[src/rtl/dtq_pkg.sv]
// Types and constants shared by the deadline timer queue modules.
package dtq_pkg;

   localparam int NOW_W    = 64;
   localparam int SECS_W   = 16;
   localparam int HANDLE_W = 8;
   localparam int FREQ_W   = 32;
   localparam int KIND_W   = 2;

   localparam logic [FREQ_W-1:0] FREQ_RESET = 32'd10000000;
   localparam logic [NOW_W-1:0]  ALL_ONES   = 64'hffff_ffff_ffff_ffff;

   localparam logic FUNC_ADD    = 1'b0;
   localparam logic FUNC_EXPIRE = 1'b1;

   localparam logic [KIND_W-1:0] KIND_ADD   = 2'd0;
   localparam logic [KIND_W-1:0] KIND_FIRED = 2'd1;
   localparam logic [KIND_W-1:0] KIND_NEXT  = 2'd2;

   typedef struct packed {
      logic                func;
      logic [NOW_W-1:0]    now;
      logic [SECS_W-1:0]   delay_seconds;
      logic [HANDLE_W-1:0] handle;
   } req_type;

   typedef struct packed {
      logic [KIND_W-1:0]   kind;
      logic [HANDLE_W-1:0] fired_handle;
      logic [NOW_W-1:0]    compare_value;
      logic                compare_changed;
      logic                full_error;
      logic                last;
   } rsp_type;

   typedef enum logic [2:0] {
      ST_IDLE,
      ST_MUL,
      ST_WALK,
      ST_EXPIRE,
      ST_FINAL
   } state_type;

endpackage

[src/rtl/dtq_mac.sv]
// Shift-and-add unit that forms now + delay_seconds * tick_frequency, one bit a cycle.
module dtq_mac
   import dtq_pkg::*;
(
   input  logic              clock,
   input  logic              reset,
   input  logic              start,
   input  logic [NOW_W-1:0]  now,
   input  logic [SECS_W-1:0] secs,
   input  logic [FREQ_W-1:0] freq,
   output logic              done,
   output logic [NOW_W-1:0]  result
);

   localparam int STEP_W = $clog2(SECS_W);
   localparam logic [STEP_W-1:0] LAST_STEP = STEP_W'(SECS_W - 1);

   logic              busy_ff, busy_in;
   logic              done_ff, done_in;
   logic [STEP_W-1:0] step_ff, step_in;
   logic [NOW_W-1:0]  acc_ff, acc_in;
   logic [NOW_W-1:0]  fsh_ff, fsh_in;
   logic [SECS_W-1:0] ssh_ff, ssh_in;

   always_comb begin
      busy_in = busy_ff;
      done_in = 1'b0;
      step_in = step_ff;
      acc_in  = acc_ff;
      fsh_in  = fsh_ff;
      ssh_in  = ssh_ff;
      if (start) begin
         busy_in = 1'b1;
         step_in = '0;
         acc_in  = now;
         fsh_in  = NOW_W'(freq);
         ssh_in  = secs;
      end else if (busy_ff) begin
         if (ssh_ff[0]) begin
            acc_in = acc_ff + fsh_ff;
         end
         fsh_in  = {fsh_ff[NOW_W-2:0], 1'b0};
         ssh_in  = {1'b0, ssh_ff[SECS_W-1:1]};
         step_in = step_ff + STEP_W'(1);
         if (step_ff == LAST_STEP) begin
            busy_in = 1'b0;
            done_in = 1'b1;
         end
      end
   end

   always_ff @(posedge clock) begin
      if (reset) begin
         busy_ff <= 1'b0;
         done_ff <= 1'b0;
      end else begin
         busy_ff <= busy_in;
         done_ff <= done_in;
      end
      step_ff <= step_in;
      acc_ff  <= acc_in;
      fsh_ff  <= fsh_in;
      ssh_ff  <= ssh_in;
   end

   assign done   = done_ff;
   assign result = acc_ff;

endmodule

[src/rtl/deadline_timer_queue.sv]
// Top level of the deadline timer queue: sorted timer store, sequencer and result register.
// An add transaction is accepted, passes through the shift-and-add multiplier, then the
// insertion walk, which moves later entries aside one by one and writes the new one, and
// then presents its result. An add to a full queue skips the multiplier and the walk.
// An expire transaction is accepted, emits one result per fired timer, finds the first
// later deadline and presents the final result. The store has a single read and a single
// write port, which sets the one-entry-per-cycle pace of both walks while the result side
// does not stall the expire walk. Stalls on the result side add cycles.
module deadline_timer_queue
   import dtq_pkg::*;
#(
   parameter int TIMER_SLOTS = 16
)
(
   input  logic              clock,
   input  logic              reset,
   input  logic              req_valid,
   output logic              req_ready,
   input  req_type           req_data,
   output logic              rsp_valid,
   input  logic              rsp_ready,
   output rsp_type           rsp_data,
   input  logic              csr_valid,
   output logic              csr_ready,
   input  logic [FREQ_W-1:0] csr_data
);

   localparam int IDX_W = $clog2(TIMER_SLOTS);
   localparam int CNT_W = $clog2(TIMER_SLOTS + 1);
   localparam int SUM_W = CNT_W + 1;
   localparam logic [CNT_W-1:0] SLOTS_C = CNT_W'(TIMER_SLOTS);

   function automatic logic [IDX_W-1:0] phys(input logic [IDX_W-1:0] head,
                                              input logic [CNT_W-1:0] lg);
      logic [SUM_W-1:0] s;
      s = SUM_W'(head) + SUM_W'(lg);
      if (s >= SUM_W'(TIMER_SLOTS)) begin
         s = s - SUM_W'(TIMER_SLOTS);
      end
      return s[IDX_W-1:0];
   endfunction

   logic [NOW_W-1:0]    dl_mem [TIMER_SLOTS];
   logic [HANDLE_W-1:0] hd_mem [TIMER_SLOTS];

   state_type           state_ff, state_in;
   logic [CNT_W-1:0]    count_ff, count_in;
   logic [IDX_W-1:0]    head_ff, head_in;
   logic [CNT_W-1:0]    pos_ff, pos_in;
   logic [FREQ_W-1:0]   freq_ff;
   logic [NOW_W-1:0]    now_ff, now_in;
   logic [HANDLE_W-1:0] handle_ff, handle_in;
   logic                chg_ff, chg_in;
   logic                full_ff, full_in;
   logic                expire_ff, expire_in;
   logic                rsp_valid_ff;
   rsp_type             rsp_data_ff;

   logic                mac_start;
   logic                mac_done;
   logic [NOW_W-1:0]    mac_result;

   logic [CNT_W-1:0]    rd_lg;
   logic [IDX_W-1:0]    rd_idx;
   logic [NOW_W-1:0]    rd_dl_ff;
   logic [HANDLE_W-1:0] rd_hd_ff;
   logic                out_free;
   logic                walk_stop;
   logic                due;
   logic                add_full;
   logic                wr_en;
   logic [IDX_W-1:0]    wr_idx;
   logic [NOW_W-1:0]    wr_dl;
   logic [HANDLE_W-1:0] wr_hd;
   logic                emit;
   rsp_type             emit_data;

   dtq_mac u_mac (
      .clock  (clock),
      .reset  (reset),
      .start  (mac_start),
      .now    (req_data.now),
      .secs   (req_data.delay_seconds),
      .freq   (freq_ff),
      .done   (mac_done),
      .result (mac_result)
   );

   assign rd_lg     = ((state_in == ST_WALK) && (pos_in != '0)) ? pos_in - CNT_W'(1) : '0;
   assign rd_idx    = phys(head_in, rd_lg);
   assign out_free  = !rsp_valid_ff || rsp_ready;
   assign walk_stop = (pos_ff == '0) || (rd_dl_ff < mac_result);
   assign due       = (count_ff != '0) && (rd_dl_ff <= now_ff);
   assign add_full  = (count_ff == SLOTS_C);

   always_comb begin
      state_in = state_ff;
      case (state_ff)
         ST_IDLE: begin
            if (req_valid) begin
               if (req_data.func == FUNC_EXPIRE) begin
                  state_in = ST_EXPIRE;
               end else if (add_full) begin
                  state_in = ST_FINAL;
               end else begin
                  state_in = ST_MUL;
               end
            end
         end
         ST_MUL: begin
            if (mac_done) begin
               state_in = ST_WALK;
            end
         end
         ST_WALK: begin
            if (walk_stop) begin
               state_in = ST_FINAL;
            end
         end
         ST_EXPIRE: begin
            if (!due) begin
               state_in = ST_FINAL;
            end
         end
         ST_FINAL: begin
            if (out_free) begin
               state_in = ST_IDLE;
            end
         end
         default: begin
            state_in = ST_IDLE;
         end
      endcase
   end

   always_comb begin
      mac_start = 1'b0;
      wr_en     = 1'b0;
      wr_idx    = phys(head_ff, pos_ff);
      wr_dl     = rd_dl_ff;
      wr_hd     = rd_hd_ff;
      pos_in    = pos_ff;
      count_in  = count_ff;
      head_in   = head_ff;
      chg_in    = chg_ff;
      full_in   = full_ff;
      expire_in = expire_ff;
      now_in    = now_ff;
      handle_in = handle_ff;
      emit      = 1'b0;
      emit_data = '0;
      case (state_ff)
         ST_IDLE: begin
            if (req_valid) begin
               now_in    = req_data.now;
               handle_in = req_data.handle;
               expire_in = (req_data.func == FUNC_EXPIRE);
               full_in   = (req_data.func == FUNC_ADD) && add_full;
               chg_in    = (req_data.func == FUNC_EXPIRE);
               mac_start = (req_data.func == FUNC_ADD) && !add_full;
            end
         end
         ST_MUL: begin
            if (mac_done) begin
               pos_in = count_ff;
            end
         end
         ST_WALK: begin
            wr_en = 1'b1;
            if (walk_stop) begin
               wr_dl    = mac_result;
               wr_hd    = handle_ff;
               count_in = count_ff + CNT_W'(1);
               chg_in   = (pos_ff == '0);
            end else begin
               pos_in = pos_ff - CNT_W'(1);
            end
         end
         ST_EXPIRE: begin
            if (due && out_free) begin
               emit                   = 1'b1;
               emit_data.kind         = KIND_FIRED;
               emit_data.fired_handle = rd_hd_ff;
               head_in                = phys(head_ff, CNT_W'(1));
               count_in               = count_ff - CNT_W'(1);
            end
         end
         ST_FINAL: begin
            if (out_free) begin
               emit                      = 1'b1;
               emit_data.kind            = expire_ff ? KIND_NEXT : KIND_ADD;
               emit_data.compare_value   = (count_ff == '0) ? ALL_ONES :
                                           (!expire_ff && chg_ff) ? mac_result : rd_dl_ff;
               emit_data.compare_changed = chg_ff;
               emit_data.full_error      = full_ff;
               emit_data.last            = 1'b1;
            end
         end
         default: begin
         end
      endcase
   end

   always_ff @(posedge clock) begin
      if (wr_en) begin
         dl_mem[wr_idx] <= wr_dl;
         hd_mem[wr_idx] <= wr_hd;
      end
      rd_dl_ff <= dl_mem[rd_idx];
      rd_hd_ff <= hd_mem[rd_idx];
   end

   always_ff @(posedge clock) begin
      if (reset) begin
         state_ff     <= ST_IDLE;
         count_ff     <= '0;
         head_ff      <= '0;
         freq_ff      <= FREQ_RESET;
         rsp_valid_ff <= 1'b0;
      end else begin
         state_ff <= state_in;
         count_ff <= count_in;
         head_ff  <= head_in;
         if (csr_valid) begin
            freq_ff <= csr_data;
         end
         if (emit) begin
            rsp_valid_ff <= 1'b1;
         end else if (rsp_ready) begin
            rsp_valid_ff <= 1'b0;
         end
      end
      pos_ff    <= pos_in;
      now_ff    <= now_in;
      handle_ff <= handle_in;
      chg_ff    <= chg_in;
      full_ff   <= full_in;
      expire_ff <= expire_in;
      if (emit) begin
         rsp_data_ff <= emit_data;
      end
   end

   assign req_ready = (state_ff == ST_IDLE);
   assign csr_ready = 1'b1;
   assign rsp_valid = rsp_valid_ff;
   assign rsp_data  = rsp_data_ff;

endmodule

[config.mk]
export PLATFORM = sky130hd
export DESIGN_NAME = deadline_timer_queue
export DESIGN_NICKNAME = d
export VERILOG_FILES = /design/src/rtl/dtq_pkg.sv /design/src/rtl/dtq_mac.sv /design/src/rtl/deadline_timer_queue.sv
export SDC_FILE = /design/constraint.sdc
export NUM_CORES = 2
export LEC_CHECK = 0
export BUFFER_PORTS_ARGS = -buffer_cell sky130_fd_sc_hd__buf_4
export CAP_MARGIN = 0
export CORE_MARGIN = 5
export CORE_UTILIZATION = 25
export DETAILED_ROUTE_END_ITERATION = 8
export GPL_ROUTABILITY_DRIVEN = 0
export HOLD_SLACK_MARGIN = 0.1
export PLACE_DENSITY_LB_ADDON = 0.1
export SLEW_MARGIN = 0
export SYNTH_ARGS = -nofsm -noshare
export SYNTH_HDL_FRONTEND = slang
export SYNTH_SLANG_ARGS = --single-unit
[constraint.sdc]
create_clock -name clock -period 6.7 [get_ports clock]
set_clock_uncertainty 0.2 [all_clocks]
set_input_delay 1.005 -clock clock [delete_from_list [all_inputs] [get_ports clock]]
set_output_delay 1.005 -clock clock [all_outputs]
set_load 0.03 [all_outputs]
==> impl_results.md <==
- CP Class: flop to flop
- Fin crit period: around 6400 ps
- Final period utilization: 0.9620
- Yosys warning total: 0
- Post-Syn Area: slightly below 70000 sq um
- CTS tree: done
- First-pass GRT wire length: between 300000 and 400000 um
- Drt wl/cell: around 26 um
- CP Launch Type: flop
- Antenna Violating Nets Remaining: 0
- Hold Violations, Final: 0
- Largest family of logic cells by synthesized area: multiplexers
- CP Cell Sequence: ha_1 -> a21oi_1 -> o21ai_1 -> a221oi_4 -> o2bb2ai_2 -> buf_4 -> nor4_4 -> buf_4 -> o21ai_4 -> a21o_1 -> nor2b_1 -> ha_1 -> or3b_1 -> o211a_1 -> and2_1 -> ha_4 -> inv_1 -> fa_4 -> buf_12 -> buf_12 -> mux4_2 -> o22ai_1 -> mux2_2 -> a221oi_4
- Final HPWL DP: 139800 um
- Clk pin slew, worst setup/hold paths: 60 ps
- Grt ovf: 0
- H-tree depth: 4
- Iter 0 DRT Violations: between 2k and 3k
- Syn avg cell area: around 16 sq um
- Die Width: roughly 540 um
- CTS Buffer Depth: 4
- Pin count of the biggest net entering global routing: 154
- Async S/R FF share, synth: 0
- CP max stage delay: 890 ps
- Post-synth EDFFs: 1416
- Worst-Margin Slew: 1252 ps
- Final wirelength: roughly 220000 um
- Tightest Hold Check Type: input port to flop
- Synth Instances: around 4.3k
- Commonest non-fill, non-tap cells in the layout: 1416 x edfxtp_1, 419 x buf_4, 340 x nand2_1
- Max-cap violation count: 0
- Outcome: finished clean
- Die area: between 200000 and 300000 sq um
- DRC viols: 0
- Synth Flop Type: edfxtp_1
- Mux cell area share after synthesis: 0.1462
- Reg area: roughly 46000 sq um
- Worst EP arrival: 6890 ps
- Syn-to-layout area delta: 22.50%
- Synth Area in Simple Gates: 0.04370
- Synth Area in Compound Gates: 0.07732
- CP endpoint kind: flop
- Footprint of the multi-input gates: between 20000 and 25000 sq um
- Vias in the first global route: 41.54k
- Dpl cell area: 77690 sq um
- Pwr dens: about 350 nW/um^2
- Synth Area in XOR/XNOR: 0.009894
- Die Height: about 540 um
- Normalized max-slew margin: 0.1538
- Setup violations, final: 0
- Seq/Total Area, Yosys: 0.6610
- Commonest non-fill, non-tap cell in the layout: edfxtp_1
- Number of fill cells: 27.24k
- Layout cells sized above 1: 0.2695
- Synth Net Count: ~4.7k
- Total power: about 30000 uW
- Peak VDD IR: 0.1961 mV
- Ports: around 200
- Pre-CTS WS: -188.9 ps
- Setup ws final: roughly 250 ps
- Row cnt: approximately 190
- Starting Density: 0.2506
- Gr usage total: 0.1515
- Adder-Cell Fraction of Synth Area: 0.03824
- Slowest-stage cell, CP: fa_4
- Data required time of the worst path: roughly 7100 ps
- Largest fanout on the critical path: 19
- Synth cell types: between 80 and 90
- Fin area: 84740 sq um
- Vias: between 40k and 50k
- #FFs+latches synth: approximately 1.6k
- IO buf count: between 200 and 250
- TritonRoute pass-1 iters: 5
- Core ar.: 276000 sq um
- Root buffer cell: clkbuf_16
- Pleak: ~0.03 uW
- Number of nets in the final layout: 5186
- TritonCTS Buffers: 188
- Max frequency: around 160 MHz
- Vias per inst: roughly 4.6
- Min Hold Slack: 181.4 ps
- RSZ-0062 raised after global routing: false
- Setup TNS Final: 0 ps
- Worst-Skew Late Latency: ~860 ps
- Num Clock Sinks: between 1.5k and 2k
- Fin. max-slew vios: 0
- Initial antenna violation count: 15
report_power, final:
group / total [uW] / switching [uW] / internal, uW
sequential: 12700 / 567 / 12100
clock: 10500 / 4180 / 6280
combinational: 6790 / 4050 / 2740
state kept, by name, summed over array words and instances (netlist names):
name and flops:
chg_ff 1, count_ff 5, dl_mem 1024, expire_ff 1, freq_ff 32, full_ff 1, handle_ff 8, hd_mem 128
head_ff 4, now_ff 64, pos_ff 5, rd_dl_ff 64, rd_hd_ff 8, rsp_data 77, rsp_valid 1, state_ff 3
u_mac.busy_ff 1, u_mac.done 1, u_mac.fsh_ff 64, u_mac.result 64, u_mac.ssh_ff 16, u_mac.step_ff 4
worst max-delay path, delay by kind of cell, from the launching register on:
kind	cells	cell delay [ps]
compound gates	9	1790
fa+ha+maj	4	1580
buf+inv	5	830
flops	1	610
mux	2	490
simple gates	4	710
per-stage QoR:
| stage | instances | util |
|---|---|---|
| 2_1_floorplan | 4329 | - |
| 3_3_place_gp | 8292 | 0.2813 |
| 3_5_place_dp | 8294 | 0.2815 |
| 4_1_cts | 8697 | 0.3066 |
| 5_1_grt | 8705 | 0.3070 |
| 6_report | 8706 | 0.3070 |
synthesized netlist by cell type, drive strengths merged, types with 124 or more instances:
cell / count / area [sq um]
clkbuf: 181 / 679.4
inv: 170 / 638.1
dfxtp: 160 / 3203
mux4: 288 / 6486
o21ai: 187 / 935.9
o22ai: 146 / 913.4
ha: 205 / 2565
a21oi: 124 / 620.6
nor2: 163 / 611.8
edfxtp: 1416 / 42520
mux2i: 205 / 2052
mux2: 134 / 1577
nand2: 341 / 1287
path summary, 6_finish.rpt:
kind	from	endpoint	slack, ps	cells past startpoint
max reg2reg	rd_dl_ff[33]	rd_dl_ff[63]	250	24
min reg2reg	u_mac.step_ff[3]	u_mac.done	280	2
min	req_data[70]	now_ff[46]	180	1
max	rd_dl_ff[33]	rd_dl_ff[63]	250	24
final cells by class:
type,count,share of cell area
Inverter,170,0.007633
Clock inverter,87,0.01132
Clock buffer,250,0.06226
Tap cell,3705,0.05470
Sequential cell,1576,0.5396
Antenna cell,3,0.00008859
Timing Repair Buffer,560,0.06241
Multi-Input combinational cell,2355,0.2619
metal layers:
metal	part of all wire	wire length, um	GRT usage	vias to the layer above
met5	0	0	0	-
met4	0.018	3964	0.03282	0
met3	0.041	9212	0.01783	236
met2	0.45	100700	0.2404	886
met1	0.49	108400	0.2225	21090
li1	-	-	-	18180
logic make-up (layout without fill, tap and decap cells):
group,count (synthesis),count (layout)
compound gates,764,764
xor+xnor,76,76
flops,1576,1576
other cells,1,4
simple gates,678,678
mux,627,627
fa+ha+maj,209,209
buf+inv,398,1067
timing repair:
action / CTS / global route
setup buffers: 0 / 6
pin swaps: 0 / 2
resized for setup: 5 / 15
hold endpoints to repair: 66 / 0
hold buffers: 66 / 0
endpoints found under the setup margin: 3 / 3
Power figures use the tool's default switching activity.
